`config.mk`:
```
export PLATFORM = sky130hd
export DESIGN_NAME = x86_bit_manipulation_unit_top
export DESIGN_NICKNAME = d
export VERILOG_FILES = /design/src/rtl/core/xbmu_pkg.sv /design/src/rtl/core/xbmu_cnt.sv /design/src/rtl/core/xbmu_exec.sv /design/src/rtl/core/x86_bit_manipulation_unit_top.sv
export VERILOG_INCLUDE_DIRS = /design/src /design/src/rtl/core
export SDC_FILE = /design/constraint.sdc
export NUM_CORES = 1
export LEC_CHECK = 0
export CAP_MARGIN = 20
export CELL_PAD_IN_SITES_DETAIL_PLACEMENT = 0
export CELL_PAD_IN_SITES_GLOBAL_PLACEMENT = 2
export CORE_MARGIN = 1
export CORE_UTILIZATION = 30
export CTS_BUF_LIST = sky130_fd_sc_hd__clkbuf_8
export CTS_CLUSTER_DIAMETER = 50
export DETAILED_ROUTE_END_ITERATION = 10
export DONT_BUFFER_PORTS = 1
export PLACE_DENSITY = 0.68
export SYNTH_ARGS = -nofsm -noshare
export SYNTH_HDL_FRONTEND = slang
export SYNTH_SLANG_ARGS = --single-unit
export TNS_END_PERCENT = 20
```
`constraint.sdc`:
```
create_clock -name clk -period 11.7 [get_ports clk]
set_input_delay 1.17 -clock clk [delete_from_list [all_inputs] [get_ports clk]]
set_output_delay 1.17 -clock clk [all_outputs]
set_load 0.1 [all_outputs]
```
`src/rtl/core/x86_bit_manipulation_unit_top_defines.svh`:
```
// ---------------------------------------------------------------------------
// x86 bit-manipulation unit assertion macros
// Shared concurrent assertion forms for the execute unit.
// ---------------------------------------------------------------------------
`ifndef X86_BIT_MANIPULATION_UNIT_TOP_DEFINES_SVH
`define X86_BIT_MANIPULATION_UNIT_TOP_DEFINES_SVH

// The consequent must hold in the cycle after the antecedent.
`define XBMU_ASSERT_NEXT(lbl, clk, rstn, ante, cons) \
  lbl: assert property (@(posedge clk) disable iff (!(rstn)) (ante) |=> (cons)) \
    else $error("xbmu: next-cycle check failed");

// The consequent must hold in the same cycle as the antecedent.
`define XBMU_ASSERT_SAME(lbl, clk, rstn, ante, cons) \
  lbl: assert property (@(posedge clk) disable iff (!(rstn)) (ante) |-> (cons)) \
    else $error("xbmu: same-cycle check failed");

`endif

```
`src/rtl/core/xbmu_pkg.sv`:
```
// ---------------------------------------------------------------------------
// xbmu_pkg
// Operation codes, flag positions and transaction types of the unit.
// ---------------------------------------------------------------------------
`timescale 1ns / 1ps

package xbmu_pkg;

  localparam int unsigned DataW  = 64;
  localparam int unsigned FlagsW = 12;
  localparam int unsigned FuncW  = 4;
  localparam int unsigned PopW   = 7;
  localparam int unsigned ZcntW  = 6;

  localparam int unsigned FlCf = 0;
  localparam int unsigned FlPf = 2;
  localparam int unsigned FlAf = 4;
  localparam int unsigned FlZf = 6;
  localparam int unsigned FlSf = 7;
  localparam int unsigned FlOf = 11;

  typedef enum logic [FuncW-1:0] {
    FN_POPCNT = 4'd0,
    FN_MOVBE  = 4'd1,
    FN_LZCNT  = 4'd2,
    FN_TZCNT  = 4'd3,
    FN_ANDN   = 4'd4,
    FN_BLSI   = 4'd5,
    FN_BLSMSK = 4'd6,
    FN_BLSR   = 4'd7
  } func_t;

  typedef struct packed {
    logic [FuncW-1:0]  func;
    logic              narrow16;
    logic [DataW-1:0]  dest_value;
    logic [DataW-1:0]  source_value;
    logic [FlagsW-1:0] flags_in;
  } op_t;

  typedef struct packed {
    logic [DataW-1:0]  result_value;
    logic [FlagsW-1:0] flags_out;
    logic              unrecognized;
  } res_t;

endpackage

```
`src/rtl/core/xbmu_cnt.sv`:
```
// ---------------------------------------------------------------------------
// xbmu_cnt
// Population count over 64 bits and leading or trailing zero count over
// the low 16 or 32 source bits.
// ---------------------------------------------------------------------------
`timescale 1ns / 1ps

module xbmu_cnt (
  input  logic [xbmu_pkg::DataW-1:0] src,
  input  logic                       narrow16,
  input  logic                       lead,
  output logic [xbmu_pkg::PopW-1:0]  pop,
  output logic [xbmu_pkg::ZcntW-1:0] zcnt
);
  import xbmu_pkg::*;

  logic [1:0] l1 [32];
  logic [2:0] l2 [16];
  logic [3:0] l3 [8];
  logic [4:0] l4 [4];
  logic [5:0] l5 [2];

  logic [31:0] part;
  logic [31:0] rev;
  logic [31:0] scan;
  logic [31:0] iso;
  logic [4:0]  enc;

  always_comb begin
    for (int i = 0; i < 32; i++) l1[i] = {1'b0, src[2*i]} + {1'b0, src[2*i+1]};
    for (int i = 0; i < 16; i++) l2[i] = {1'b0, l1[2*i]} + {1'b0, l1[2*i+1]};
    for (int i = 0; i < 8; i++)  l3[i] = {1'b0, l2[2*i]} + {1'b0, l2[2*i+1]};
    for (int i = 0; i < 4; i++)  l4[i] = {1'b0, l3[2*i]} + {1'b0, l3[2*i+1]};
    for (int i = 0; i < 2; i++)  l5[i] = {1'b0, l4[2*i]} + {1'b0, l4[2*i+1]};
    pop = {1'b0, l5[0]} + {1'b0, l5[1]};
  end

  always_comb begin
    part = narrow16 ? {16'h0000, src[15:0]} : src[31:0];
    rev  = '0;
    if (narrow16) begin
      for (int i = 0; i < 16; i++) rev[i] = src[15-i];
    end else begin
      for (int i = 0; i < 32; i++) rev[i] = src[31-i];
    end
    scan = lead ? rev : part;
    iso  = scan & (~scan + 32'd1);
    enc  = '0;
    for (int i = 0; i < 32; i++) begin
      if (iso[i]) enc = enc | 5'(i);
    end
    if (scan == 32'd0) begin
      zcnt = narrow16 ? 6'd16 : 6'd32;
    end else begin
      zcnt = {1'b0, enc};
    end
  end

endmodule

```
`src/rtl/core/xbmu_exec.sv`:
```
// ---------------------------------------------------------------------------
// xbmu_exec
// Result and flag selection for one registered operation.
// ---------------------------------------------------------------------------
`timescale 1ns / 1ps

module xbmu_exec (
  input  xbmu_pkg::op_t  op,
  output xbmu_pkg::res_t res
);
  import xbmu_pkg::*;

  logic [DataW-1:0]  src;
  logic [DataW-1:0]  dst;
  logic [DataW-1:0]  neg;
  logic [DataW-1:0]  dec;
  logic [DataW-1:0]  lres;
  logic [FlagsW-1:0] fl;
  logic [PopW-1:0]   pop;
  logic [ZcntW-1:0]  zcnt;
  logic              src_zero;

  assign src      = op.source_value;
  assign dst      = op.dest_value;
  assign neg      = ~src + 64'd1;
  assign dec      = src - 64'd1;
  assign src_zero = (src == 64'd0);

  xbmu_cnt u_cnt (
    .src      (src),
    .narrow16 (op.narrow16),
    .lead     (op.func == FN_LZCNT),
    .pop      (pop),
    .zcnt     (zcnt)
  );

  always_comb begin
    fl               = op.flags_in;
    lres             = '0;
    res.result_value = dst;
    res.unrecognized = 1'b0;
    case (op.func)
      FN_POPCNT: begin
        res.result_value = {{(DataW-PopW){1'b0}}, pop};
        fl[FlOf] = 1'b0;
        fl[FlSf] = 1'b0;
        fl[FlAf] = 1'b0;
        fl[FlCf] = 1'b0;
        fl[FlPf] = 1'b0;
        fl[FlZf] = src_zero;
      end
      FN_MOVBE: begin
        if (op.narrow16) begin
          res.result_value = {dst[63:16], src[7:0], src[15:8]};
        end else begin
          res.result_value = {32'h0, src[7:0], src[15:8], src[23:16], src[31:24]};
        end
      end
      FN_LZCNT, FN_TZCNT: begin
        if (op.narrow16) begin
          res.result_value = {dst[63:16], 10'h000, zcnt};
        end else begin
          res.result_value = {{(DataW-ZcntW){1'b0}}, zcnt};
        end
        fl[FlCf] = op.narrow16 ? (zcnt == 6'd16) : (zcnt == 6'd32);
        fl[FlZf] = (zcnt == 6'd0);
      end
      FN_ANDN, FN_BLSI, FN_BLSMSK, FN_BLSR: begin
        case (op.func)
          FN_ANDN: lres = ~dst & src;
          FN_BLSI: lres = src & neg;
          FN_BLSMSK: lres = src ^ dec;
          default: lres = src & dec;
        endcase
        res.result_value = lres;
        fl[FlOf] = 1'b0;
        fl[FlSf] = lres[DataW-1];
        fl[FlZf] = (op.func == FN_BLSMSK) ? 1'b0 : (lres == 64'd0);
        case (op.func)
          FN_ANDN: fl[FlCf] = 1'b0;
          FN_BLSI: fl[FlCf] = !src_zero;
          default: fl[FlCf] = src_zero;
        endcase
      end
      default: begin
        res.unrecognized = 1'b1;
      end
    endcase
    res.flags_out = fl;
  end

endmodule

```
`src/rtl/core/x86_bit_manipulation_unit_top.sv`:
```
// ---------------------------------------------------------------------------
// x86_bit_manipulation_unit_top
// Execute unit for POPCNT, MOVBE, LZCNT, TZCNT, ANDN, BLSI, BLSMSK and BLSR.
//
//   Channel   Direction  Handshake             Payload
//   in_       input      in_valid / in_ready   func, narrow16, dest, source, flags
//   out_      output     out_valid / out_ready result_value, flags_out, unrecognized
//
// One transaction is accepted per cycle while the result is not stalled; it
// passes through the input register and then the result register, with a
// single pass of count, swap and logic operations between them.
// Reset clears both valid bits; payload registers are not reset.
// While out_ready is low the result holds, and in_ready falls once the
// input register is also full.
// ---------------------------------------------------------------------------
`timescale 1ns / 1ps
`include "x86_bit_manipulation_unit_top_defines.svh"

module x86_bit_manipulation_unit_top (
  input  logic                        clk,
  input  logic                        rst_n,
  input  logic                        in_valid,
  output logic                        in_ready,
  input  logic [xbmu_pkg::FuncW-1:0]  in_func,
  input  logic                        in_narrow16,
  input  logic [xbmu_pkg::DataW-1:0]  in_dest_value,
  input  logic [xbmu_pkg::DataW-1:0]  in_source_value,
  input  logic [xbmu_pkg::FlagsW-1:0] in_flags_in,
  output logic                        out_valid,
  input  logic                        out_ready,
  output logic [xbmu_pkg::DataW-1:0]  out_result_value,
  output logic [xbmu_pkg::FlagsW-1:0] out_flags_out,
  output logic                        out_unrecognized
);
  import xbmu_pkg::*;

  op_t  op_r;
  op_t  op_nxt;
  logic op_valid_r;
  res_t res_r;
  res_t res_nxt;
  logic res_valid_r;
  logic res_load;
  logic in_load;

  assign res_load = op_valid_r && (!res_valid_r || out_ready);
  assign in_ready = !op_valid_r || res_load;
  assign in_load  = in_valid && in_ready;

  assign op_nxt.func         = in_func;
  assign op_nxt.narrow16     = in_narrow16;
  assign op_nxt.dest_value   = in_dest_value;
  assign op_nxt.source_value = in_source_value;
  assign op_nxt.flags_in     = in_flags_in;

  xbmu_exec u_exec (
    .op  (op_r),
    .res (res_nxt)
  );

  always_ff @(posedge clk) begin
    if (!rst_n) begin
      op_valid_r <= 1'b0;
    end else if (in_ready) begin
      op_valid_r <= in_valid;
    end
  end

  always_ff @(posedge clk) begin
    if (in_load) begin
      op_r <= op_nxt;
    end
  end

  always_ff @(posedge clk) begin
    if (!rst_n) begin
      res_valid_r <= 1'b0;
    end else if (res_load) begin
      res_valid_r <= 1'b1;
    end else if (out_ready) begin
      res_valid_r <= 1'b0;
    end
  end

  always_ff @(posedge clk) begin
    if (res_load) begin
      res_r <= res_nxt;
    end
  end

  assign out_valid        = res_valid_r;
  assign out_result_value = res_r.result_value;
  assign out_flags_out    = res_r.flags_out;
  assign out_unrecognized = res_r.unrecognized;

  `XBMU_ASSERT_NEXT(a_op_kept, clk, rst_n, op_valid_r && !res_load, op_valid_r)
  `XBMU_ASSERT_NEXT(a_res_loaded, clk, rst_n, res_load, res_valid_r)
  `XBMU_ASSERT_NEXT(a_pop_range, clk, rst_n, res_load && (op_r.func == FN_POPCNT),
                    !out_unrecognized && (out_result_value <= 64'd64))
  `XBMU_ASSERT_NEXT(a_bad_passes, clk, rst_n, res_load && op_r.func[FuncW-1],
                    out_unrecognized && (out_result_value == $past(op_r.dest_value)))

endmodule

```
=== Yosys cells after proc, flatten, opt, wreduce, memory -nomap -nowiden ===
Cells that the tools add are included.
W data, S select, Z words.

* Register bits: 224
* Latch bits: 0
* RAM bits: 0
* Memory bits (read-only): 0
* Output and inout bits: 79
* Word-level logic and storage cells: 172
* Memories: 0

* Add/sub/neg operators: 66
* $mul: 0
* Divide/modulo/power cells: 0
* $lt $le $gt $ge: 0
* Eq/ne operators: 11
* Shift operators: 0
* Mux-type cells: 59
* Bitwise operators: 8
* Reduce and logical (&&, ||, !) cells: 16

{| class="wikitable"
|+ Operators with widths
! operator !! count
|-
| $mux W64 || 5
|-
| $pmux W64 S4 || 1
|-
| $and A64 B64 Y64 || 3
|-
| $pmux W64 S3 || 1
|-
| $logic_not A64 Y1 || 2
|-
| $not A64 Y64 || 2
|-
| $mux W5 || 16
|-
| $add A1 B1 Y2 || 32
|-
| $add A64 B1 Y64 const B || 1
|-
| $mux W32 || 2
|-
| $sub A64 B1 Y64 const B || 1
|-
| $xor A64 B64 Y64 || 1
|-
| $add A2 B2 Y3 || 16
|-
| $add A3 B3 Y4 || 8
|-
| $add A32 B1 Y32 const B || 1
|-
| $and A32 B32 Y32 || 1
|-
| $logic_not A32 Y1 || 1
|-
| $mux W16 || 2
|-
| $mux W4 || 8
|-
| $not A32 Y32 || 1
|-
| $add A4 B4 Y5 || 4
|-
| $eq A4 B3 Y1 const B || 4
|-
| $add A5 B5 Y6 || 2
|-
| $mux W1 || 12
|-
| 21 further kinds || 33
|}

=== Logic depth before layout (Yosys ltp) ===
Gate-level depths: netlist of run 1.

* Depth in word-level cells: 40
* Depth in mapped cells: 24

=== By module ===
A second synthesis of run 1 with hierarchy kept.

* Cells, all modules: 1467
* Area, all modules: 15039.4 um^2

{| class="wikitable"
|+ By module, submodules not included
! module !! instances !! cells each !! area each (um^2)
|-
| x86_bit_manipulation_unit_top || 1 || 231 || 6770.2
|-
| xbmu_exec || 1 || 834 || 4911.0
|-
| xbmu_cnt || 1 || 402 || 3358.2
|}

=== Worst setup path before layout of run 1 ===
OpenSTA, ideal clock, no wires.

* Path kind: register to register
* Start: register op_r[13] in the netlist's numbering
* End: register res_r, in the netlist out_result_value[4], data pin
* Setup time: 272 ps
* Data arrival time: 6406 ps
* Data required time: 11428 ps
* Slack: 5022 ps
* Cell stages (with the launch flop): 21
* Path buffers: 1
* Period minus slack after synthesis: 6678 ps
* Cell sequence: edfxtp_1 -> clkbuf_1 -> inv_1 -> fa_1 -> fa_1 -> fa_1 -> inv_1 -> fa_1 -> fa_1 -> fa_1 -> inv_1 -> fa_1 -> fa_1 -> inv_1 -> fa_1 -> a21o_1 -> a21oi_1 -> xor2_1 -> o22ai_1 -> a2111oi_0 -> a21oi_1

{| class="wikitable"
|+ RTL lines
! what !! RTL line !! source
|-
| start, declared || x86_bit_manipulation_unit_top.sv:37 || <nowiki>op_t op_r;</nowiki>
|-
| start signal, assigned || x86_bit_manipulation_unit_top.sv:71 || <nowiki>op_r <= op_nxt;</nowiki>
|-
| end signal, assigned || x86_bit_manipulation_unit_top.sv:87 || <nowiki>res_r <= res_nxt;</nowiki>
|-
| end, declared || x86_bit_manipulation_unit_top.sv:40 || <nowiki>res_t res_r;</nowiki>
|}

==> results_dict.tcl, run 1 <==
set metrics [dict create \
    outcome "complete, no violations" \
    layout_setup_ws_ns 4.058 \
    netlist_area_um2 15390 \
    gr-usage-met2 0.3905 \
    row_count 82 \
    clk_latency_ns 0.64 \
    vias 13810 \
    drive_gt1_frac 0.1198 \
    layout.nets 1725 \
    crit_type "flip-flop to flip-flop" \
    critPathSlowestCell "edfxtp_1" \
    numPortBuffers 0 \
    grt_pass1_vias 13420 \
    grt-ovfl-total 0 \
    final_cells 2218 \
    synth.net_count 1757 \
    io_pins 228 \
    drt-wirelength-per-cell_um 33.14 \
    synth_ff_type "edfxtp_1" \
    cp_cell_sequence "inv_1, fa_1, fa_1, fa_1, inv_1, fa_1, fa_1, fa_1, inv_1, fa_1, fa_1, inv_1, fa_1, a21o_1, a21oi_1, xor2_1, o22ai_1, a2111oi_0, a21oi_1" \
    hp-class "flip-flop to flip-flop" \
    area_delta_synth_final_pct 11.66 \
    grt_pass1_wl_um 104200 \
    dieArea_um2 52220 \
    ys_types 85 \
    end_kind "flip-flop" \
    crit_required_ns 12.06 \
    crit_fanout 13 \
    drt_pre_antenna_iters 9 \
    leakagePower_uw 0.006034 \
    max-cap-violations 0 \
    clkPwrFrac 0.222 \
    die-width_um 228.5 \
    grtUsageMet1 0.4123 \
    drv_slew 0 \
    die_h_um 228.5 \
    wl_um 73500 \
    holdWs_ns 0.4184 \
    synth_edf_count 222 \
    drt_iter0_drc 1519 \
    yosysSeqAreaShare 0.4357 \
    pwr_density_cell_nw_per_um2 230.5 \
    cp_common_cell "fa_1" \
    synthCells 1538 \
    async_flop_share 0 \
    peakVddDrop_uv 493.0 \
    fin_crit_ns 7.642 \
    initial_utilization 0.3056 \
    grt_setup_unrepaired "false" \
    avgViaCountPerCell 6.226 \
    fin_crit_sh 0.6532 \
    setup_viol 0 \
    core_area_um2 50380 \
    crit_arrival_ns 8.00 \
    ys_warn_count 0 \
    nFillCells 5189 \
    seqPwrFrac 0.284 \
    swShare 0.4366 \
    grt_util_all_layers 0.2768 \
    power.switching_uw 1730 \
    final_cell_mix "edfxtp_1 (222), nand2_1 (130), inv_1 (121)" \
    holdBufCountCts 0 \
    fin_skew_ns 0.02357 \
    max_freq_mhz 130.9 \
    layout_commonest_cell "edfxtp_1" \
    antenna_found_initial 8 \
    pwr-share-comb 0.494 \
    htreeDepth 2 \
    avgSynthCellArea_um2 10.01 \
    tightest_slew_ns 1.209 \
    slew_headroom 0.1909 \
    grt_max_degree 92 \
    ff_latch_area_um2 6706 \
    clk_pin_slew_worst_paths_ns 0.05 \
    cts_resized 0 \
    drc 0 \
    crit_path_start_kind "flip-flop" \
    intPower_uw 2232 \
    clock-sinks 224 \
    cts_root_buffer "clkbuf_8" \
    fin_setup_tns_ns 0 \
    ys_ff_latch 224 \
    finalHoldViolCount 0 \
    cts_tree "built" \
    gp_congestion 0.9819 \
    multi_input_area_um2 7861 \
    slowest_delay_ns 0.86 \
    dpl_worst_slack_ns 4.141 \
    placedCellCount 2127 \
    dp_hpwl_um 53940 \
    postRouteAntennaNets 0 \
    met3_usage 0.06400 \
    clockBufferDepth 3 \
    postCtsSetupBuffers 0 \
    cts_buffers 49 \
    busiest_layer "met1" \
]
## cells in the mapped netlist, types with 11 or more instances
| cell | number | area share |
|---|---|---|
| a211oi_1 | 16 | 0.0078 |
| a21oi_1 | 38 | 0.012 |
| a22o_1 | 27 | 0.015 |
| a22oi_1 | 23 | 0.011 |
| a31oi_1 | 19 | 0.0077 |
| and3_1 | 15 | 0.0061 |
| buf_1 | 12 | 0.0029 |
| clkbuf_1 | 109 | 0.027 |
| edfxtp_1 | 222 | 0.43 |
| fa_1 | 54 | 0.070 |
| ha_1 | 16 | 0.013 |
| inv_1 | 110 | 0.027 |
| mux2_2 | 15 | 0.011 |
| mux2i_1 | 43 | 0.028 |
| nand2_1 | 131 | 0.032 |
| nand3_1 | 47 | 0.015 |
| nand4_1 | 39 | 0.016 |
| nor2_1 | 101 | 0.025 |
| nor2b_1 | 17 | 0.0069 |
| nor3_1 | 55 | 0.018 |
| nor4_1 | 52 | 0.021 |
| o211ai_1 | 22 | 0.011 |
| o21ai_0 | 72 | 0.023 |
| o221ai_1 | 11 | 0.0063 |
| o22ai_1 | 15 | 0.0061 |
| o31ai_1 | 14 | 0.0068 |
| or3_1 | 16 | 0.0065 |
| or4_1 | 12 | 0.0059 |
## cell type report
| cell class | instances | share of cell area |
|---|---|---|
| multi-input cells | 1075 | 0.4573 |
| inverters | 111 | 0.02424 |
| clock buffers | 50 | 0.04003 |
| repair buffers | 45 | 0.02111 |
| clock inverters | 39 | 0.01791 |
| flip-flops and latches | 224 | 0.3902 |
| diodes | 2 | 0.0002912 |
| well taps | 672 | 0.04892 |
## logic make-up after synthesis
group,Yosys count,synth area share
XOR/XNOR,4,0.002276
multiplexers,58,0.03893
AO/OA/AOI/OAI,369,0.1729
adder cells (fa/ha/maj),70,0.08323
buffers and inverters,239,0.05885
AND/OR/NAND/NOR,574,0.2082
flip-flops,224,0.4357
## power groups by stage
stage          Combinational [µW]  Sequential, µW  Clock (µW)
6_report                     1960            1130         881
5_1_grt                      2170            1130         941
4_1_cts                      1960            1120         910
3_5_place_dp                 1950            1140           0
3_3_place_gp                 1940            1140           0
2_1_floorplan                1380            1100           0
## state kept, by name (all words and copies together), names as in the netlist
signal and flops:
op_r 145, op_valid_r 1, out_flags_out 12, out_result_value 64, out_unrecognized 1, out_valid 1
## final timing paths
kind / from / to / slack [ns] / depth (start not counted)
setup reg to reg: op_r[21]$_DFFE_PP_ / out_result_value[4]$_DFFE_PP_ / 4.06 / 19
hold / removal: op_r[1]$_DFFE_PP_ / out_flags_out[1]$_DFFE_PP_ / 0.42 / 0
setup / recovery: op_r[21]$_DFFE_PP_ / out_result_value[4]$_DFFE_PP_ / 4.06 / 19
hold reg to reg: op_r[1]$_DFFE_PP_ / out_flags_out[1]$_DFFE_PP_ / 0.42 / 0
## metrics by stage
step	cell area [µm²]	power, µW	util
final	17190	3962	0.3412
after global routing	17190	4238	0.3412
after CTS	17180	3997	0.3411
after detailed placement	16190	3090	0.3213
after global placement	16170	3079	0.3209
after floorplan	15390	2488	-
## layer usage
layer	up-vias	routed length [µm]	part of all wire
met5	-	49	0.00067
met4	8	2138	0.029
met3	133	6759	0.092
met2	827	30510	0.42
met1	6994	34040	0.46
li1	5848	-	-
## worst max-delay path: cells and delay by family (launching register included)
kind / cells / cell delay [ns]
flops: 1 / 0.86
xor+xnor: 1 / 0.29
compound gates: 5 / 1.13
buf+inv: 4 / 0.52
fa+ha+maj: 9 / 4.55
Note: power is estimated with default switching activity, not from simulation.
==> run 2: changes to the inputs <==
--- a/config.mk
+++ b/config.mk
@@ -6,6 +6,7 @@
 export SDC_FILE = /design/constraint.sdc
 export NUM_CORES = 1
 export LEC_CHECK = 0
+export ABC_AREA = 1
 export CAP_MARGIN = 20
 export CELL_PAD_IN_SITES_DETAIL_PLACEMENT = 0
 export CELL_PAD_IN_SITES_GLOBAL_PLACEMENT = 2
@@ -15,7 +16,7 @@
 export CTS_CLUSTER_DIAMETER = 50
 export DETAILED_ROUTE_END_ITERATION = 10
 export DONT_BUFFER_PORTS = 1
-export PLACE_DENSITY = 0.68
+export PLACE_DENSITY = 0.75
 export SYNTH_ARGS = -nofsm -noshare
 export SYNTH_HDL_FRONTEND = slang
 export SYNTH_SLANG_ARGS = --single-unit
==> constraint.sdc (replaced) <==
create_clock -name clk -period 6.4 [get_ports clk]
set_input_delay 0.64 -clock clk [delete_from_list [all_inputs] [get_ports clk]]
set_output_delay 0.64 -clock clk [all_outputs]
set_load 0.1 [all_outputs]
==> run 2 against run 1 <==
Compared with the run above: final cell count grew 17%; via count shrank 2.9%; clock skew grew 0.011 ns; sequential share of layout area grew 0.79 points; utilization grew 0.37 points; register-to-register slack lost 3.8 ns.
==> results_dict.tcl, run 2 <==
set metrics [dict create \
    outcome "complete, no violations" \
    cp_cell_sequence "fa_1, inv_1, fa_1, inv_1, fa_1, inv_1, fa_1, inv_1, fa_1, inv_1, fa_2, fa_1, fa_1, inv_1, ha_2, fa_2, nand2_1, nand2_1, a21oi_2, nor2_1, o21ai_0, nand2_1, nand2_1, o2111ai_1" \
    finalHoldViolCount 0 \
    cts_root_buffer "clkbuf_8" \
    regMostFlops "op_r" \
    yosys.area.top_type "edfxtp_1" \
    hp-class "input pin to flip-flop" \
    slew_headroom 0.2396 \
    drt_pre_antenna_iters 8 \
    setup_viol 0 \
    drt-wirelength-per-cell_um 24.71 \
    synth.mux.area_fraction 0 \
    synthCells 1847 \
    synth_edf_count 222 \
    antenna_found_initial 19 \
    area_delta_synth_final_pct 13.60 \
    pwr_density_cell_nw_per_um2 397.0 \
    synth.net_count 2066 \
    synthTopCellsByArea "edfxtp_1 (45%), nand2_1 (12%), fa_1 (7.3%)" \
    layout.nets 2114 \
    fin_crit_sh 0.9652 \
    drv_slew 0 \
    gp_congestion 0.9367 \
    drc 0 \
    grt_util_all_layers 0.2536 \
    netlist_area_um2 14830 \
    peakVddDrop_uv 556.7 \
    critPathSlowestCell "fa_1" \
    crit_arrival_ns 6.51 \
    yosysSeqAreaShare 0.4521 \
    crit_type "flip-flop to flip-flop" \
    final_cell_mix "nand2_1 (483), inv_1 (263), nor2_1 (257)" \
    wl_um 64330 \
    synth-xor-area-share 0.001181 \
    cts_tree "built" \
    clockBufferDepth 3 \
    synth_fa_ha_area_frac 0.08638 \
    nFillCells 5262 \
    postRouteAntennaNets 0 \
    ys_top_cells_by_count "nand2_1 (485), inv_1 (263), nor2_1 (261)" \
    max_freq_mhz 161.9 \
    fin_setup_tns_ns 0 \
    final_cells 2603 \
    tightest_slew_ns 1.137 \
    synth_top_area_frac 0.4494 \
    fin_skew_ns 0.03486 \
    holdBufCountCts 0 \
    yosys.area_share.simple 0.2725 \
    synth_top_family_by_area "simple AND/OR/NAND/NOR gates" \
    grt_max_degree 96 \
    die-width_um 224.4 \
    yosysMostFrequentCell "nand2_1" \
    row_count 81 \
    drive_gt1_frac 0.1008 \
    grt_setup_unrepaired "true" \
    max-cap-violations 0 \
    drt_iter0_drc 1332 \
    placedCellCount 2506 \
    largest_reg_flops 145 \
    die_h_um 224.4 \
    synth-compound-area-share 0.09903 \
    grt_pass1_wl_um 91190 \
    avgViaCountPerCell 5.151 \
    vias 13410 \
    initial_utilization 0.3036 \
    end_kind "flip-flop" \
    htreeDepth 2 \
    leakagePower_uw 0.006927 \
    cts_buffers 45 \
    async_flop_share 0 \
    cp_common_cell "fa_1" \
    ys_ff_latch 224 \
    slowest_delay_ns 0.56 \
    io_pins 228 \
    synth_ff_type "edfxtp_1" \
    layout_commonest_cell "nand2_1" \
    crit_path_start_kind "flip-flop" \
    grt-ovfl-total 0 \
    clk_latency_ns 0.63 \
    crit_required_ns 6.73 \
    core_area_um2 48850 \
    avgSynthCellArea_um2 8.031 \
    crit_fanout 3 \
    ff_latch_area_um2 6706 \
    multi_input_area_um2 6893 \
    ys_warn_count 0 \
    numPortBuffers 0 \
    ys_types 45 \
    fin_crit_ns 6.177 \
    dp_hpwl_um 50170 \
    dieArea_um2 50340 \
    grt_pass1_vias 13080 \
    clk_pin_slew_worst_paths_ns 0.06 \
    clock-sinks 224 \
]
run 2: cell count changes after synthesis, moves of 48 or more:
cell,delta
nand2_1,+354
nor2_1,+160
inv_1,+153
nand3_1,+84
clkbuf_1,-79
nor4_1,-48
run 2: timing repair:
action / CTS / global route
setup buffers: 0 / 5
setup endpoints to repair: 0 / 3
gates resized for setup: 0 / 19
run 2: final timing paths:
path                      startpoint                             to  slack, ns  cells after the start
setup / recovery  op_r[65]$_DFFE_PP_  out_result_value[6]$_DFFE_PP_       0.22                     24
hold / removal      in_dest_value[7]             op_r[83]$_DFFE_PP_       0.11                      0
setup reg to reg  op_r[65]$_DFFE_PP_  out_result_value[6]$_DFFE_PP_       0.22                     24
hold reg to reg    op_r[3]$_DFFE_PP_     out_flags_out[3]$_DFFE_PP_       0.42                      0
run 2: layout make-up:
type                            count  area share
Multi-Input combinational cell   1291      0.4091
Inverter                          272     0.06089
Sequential cell                   224      0.3980
Antenna cell                       14    0.002079
Clock buffer                       47     0.03839
Timing Repair Buffer               61     0.02837
Clock inverter                     30     0.01389
Tap cell                          664     0.04931
run 2: critical path: cells and delay by family, from the launching register on:
kind                     cells  cell delay (ns)
buffers and inverters        6             0.29
adder cells (fa/ha/maj)     10             4.42
AO/OA/AOI/OAI                3             0.37
AND/OR/NAND/NOR              5             0.38
flip-flops                   1             0.44
run 2: cells by family (layout without fill, tap and decap cells):
family          after synthesis  after routing
simple gates                965            965
other cells                   0             14
flops                       224            224
buf+inv                     332            410
compound gates              254            254
fa+ha+maj                    70             70
xor+xnor                      2              2
run 2: stage by stage:
step	worst slack, ns	instance area, µm²	hold slack [ns]	power, µW	util
after floorplan	0.3170	14830	0.4003	4318	-
after global placement	0.1514	15840	0.4002	4999	0.3242
after detailed placement	0.09562	15840	0.4052	5013	0.3242
after CTS	0.06419	16720	0.06268	6547	0.3422
after global routing	-0.02965	16830	0.06672	7321	0.3446
final	0.2227	16850	0.1051	6689	0.3449
run 2: metal layers:
metal,track usage,share of wire,vias to the layer above
li1,-,-,6211
met1,0.3393,0.43,6497
met2,0.4050,0.46,585
met3,0.04860,0.074,114
met4,0.09655,0.035,2
met5,0,0.00019,-
run 2: where the power goes:
group | switching [µW] | leakage [µW] | internal [µW] | total [µW]
Sequential | 311 | 0.00216 | 1740 | 2050
Clock | 663 | 0.000484 | 806 | 1470
Combinational | 1870 | 0.00428 | 1300 | 3170
==> run 3: changes to the inputs <==
--- a/config.mk
+++ b/config.mk
@@ -6,7 +6,6 @@
 export SDC_FILE = /design/constraint.sdc
 export NUM_CORES = 1
 export LEC_CHECK = 0
-export ABC_AREA = 1
 export CAP_MARGIN = 20
 export CELL_PAD_IN_SITES_DETAIL_PLACEMENT = 0
 export CELL_PAD_IN_SITES_GLOBAL_PLACEMENT = 2
@@ -16,7 +15,7 @@
 export CTS_CLUSTER_DIAMETER = 50
 export DETAILED_ROUTE_END_ITERATION = 10
 export DONT_BUFFER_PORTS = 1
-export PLACE_DENSITY = 0.75
+export PLACE_DENSITY = 0.7
 export SYNTH_ARGS = -nofsm -noshare
 export SYNTH_HDL_FRONTEND = slang
 export SYNTH_SLANG_ARGS = --single-unit
==> run 3 against run 2 <==
Compared with the run above: the flow now finishes with violations (negative setup slack); via count increased by 3.5%; wire length up 11%; hold slack improved by 0.013 ns; sequential share of layout area shrank 1.9 points; largest cell class unchanged; highest routed layer unchanged.
==> results_dict.tcl, run 3 (synthesis results as in run 1) <==
set metrics [dict create \
    outcome "finished, violations left" \
    violations "negative setup slack" \
    layout_setup_ws_ns -0.02755 \
    drv_slew 0 \
    leakagePower_uw 0.006346 \
    crit_type "flip-flop to flip-flop" \
    postRouteAntennaNets 0 \
    cp_common_cell "fa_1" \
    nFillCells 5053 \
    drt-wirelength-per-cell_um 31.25 \
    wl_um 71220 \
    finalInstanceArea_um2 17710 \
    cts_root_buffer "clkbuf_8" \
    grt_pass1_vias 13270 \
    area_delta_synth_final_pct 15.04 \
    final_cell_mix "edfxtp_1 (222), nand2_1 (130), buf_4 (115)" \
    core_area_um2 50380 \
    drt_pre_antenna_iters 7 \
    crit_arrival_ns 6.77 \
    regMostFlops "op_r" \
    numPortBuffers 0 \
    finish.utilization 0.3515 \
    clk_latency_ns 0.61 \
    grt-ovfl-total 0 \
    finalHoldViolCount 0 \
    clock-sinks 224 \
    htreeDepth 2 \
    slowest_delay_ns 0.57 \
    reg2reg_slack_ns -0.03 \
    max-cap-violations 0 \
    crit_fanout 2 \
    cp_top_family "adder cells" \
    drt_iter0_drc 1565 \
    layout.nets 1794 \
    dp_hpwl_um 52600 \
    grt_setup_unrepaired "true" \
    cts_buffers 44 \
    slew_headroom 0.2249 \
    crit_required_ns 6.74 \
    final_cells 2279 \
    hp-class "input pin to flip-flop" \
    fin_crit_sh 1.004 \
    largest_reg_flops 145 \
    grt_util_all_layers 0.2668 \
    end_kind "flip-flop" \
    placedCellCount 2198 \
    peakVddDrop_uv 1100 \
    setup_viol 3 \
    row_count 82 \
    cp_cell_sequence "fa_1, inv_2, fa_1, inv_1, fa_1, inv_1, fa_1, inv_1, fa_1, inv_1, fa_1, fa_2, fa_1, inv_1, ha_2, fa_2, a21o_1, a21oi_2, xor2_2, o22ai_2, a2111oi_2, a21oi_1" \
    fin_skew_ns 0.01950 \
    dieArea_um2 52220 \
    fin_setup_tns_ns -0.05149 \
    antenna_found_initial 2 \
    clk_pin_slew_worst_paths_ns 0.06 \
    initial_utilization 0.3056 \
    cts_tree "built" \
    max_freq_mhz 155.6 \
    grt_pass1_wl_um 100800 \
    tightest_slew_ns 1.154 \
    die-width_um 228.5 \
    holdWs_ns 0.1184 \
    grt_max_degree 146 \
    drive_gt1_frac 0.1719 \
    holdBufCountCts 0 \
    gp_congestion 0.9901 \
    avgViaCountPerCell 6.087 \
    drc 0 \
    fin_crit_ns 6.428 \
    cp_num_buf_inv 6 \
    critPathSlowestCell "fa_1" \
    io_pins 228 \
    pwr_density_cell_nw_per_um2 450.9 \
    die_h_um 228.5 \
    crit_path_start_kind "flip-flop" \
    vias 13870 \
    clockBufferDepth 3 \
    layout_commonest_cell "edfxtp_1" \
    placedInstanceArea_um2 16730 \
]
==> run 3: cell count changes in the layout (fill, tap and decap cells not counted), sizes merged, moves of 23 or more <==
cell and change:
nand3 -85, nor4 +60, nor2 -177, a22o +26, nand2 -357, buf +58, nor3 +43, mux2i +43
a22oi +23, inv -158, o21ai -66
==> run 3: through the flow <==
| step | power [µW] | setup slack (ns) |
|---|---|---|
| 2_1_floorplan | 4635 | 0.04879 |
| 3_3_place_gp | 5897 | -0.1792 |
| 3_5_place_dp | 5948 | -0.3007 |
| 4_1_cts | 7830 | -0.05549 |
| 5_1_grt | 8503 | -0.2669 |
| 6_report | 7985 | -0.02755 |
==> run 3: path summary, 6_finish.rpt <==
kind,from,end,cells after the start
max reg2reg,op_r[69]$_DFFE_PP_,out_result_value[4]$_DFFE_PP_,22
max,op_r[69]$_DFFE_PP_,out_result_value[4]$_DFFE_PP_,22
min,in_source_value[62],op_r[74]$_DFFE_PP_,0
min reg2reg,op_r[5]$_DFFE_PP_,out_flags_out[5]$_DFFE_PP_,0
==> run 3: metal layers <==
layer	global-route usage	up-vias	wire length, µm
li1	-	5978	-
met1	0.3933	6975	32550
met2	0.3873	808	30370
met3	0.05551	109	6315
met4	0.08221	2	1976
met5	0	-	8
==> run 3: where the power goes <==
part           internal, µW  switching (µW)  total (µW)
combinational          2100            2420        4520
clock                   796             651        1450
sequential             1730             284        2010
==> run 3: what timing repair did <==
action,CTS,global route
pin swaps,23,5
endpoints found under the setup margin,3,6
gates resized for setup,16,7
buffers inserted,2,1
==> run 3: layout make-up <==
| cell class | count | area, µm² | share of cell area |
|---|---|---|---|
| Antenna cell | 1 | 2.502 | 0.0001413 |
| Clock buffer | 46 | 633.1 | 0.03575 |
| Clock inverter | 31 | 240.2 | 0.01357 |
| Inverter | 111 | 416.7 | 0.02353 |
| Multi-Input combinational cell | 1075 | 7950 | 0.4490 |
| Sequential cell | 224 | 6706 | 0.3787 |
| Tap cell | 672 | 840.8 | 0.04748 |
| Timing Repair Buffer | 119 | 918.4 | 0.05186 |
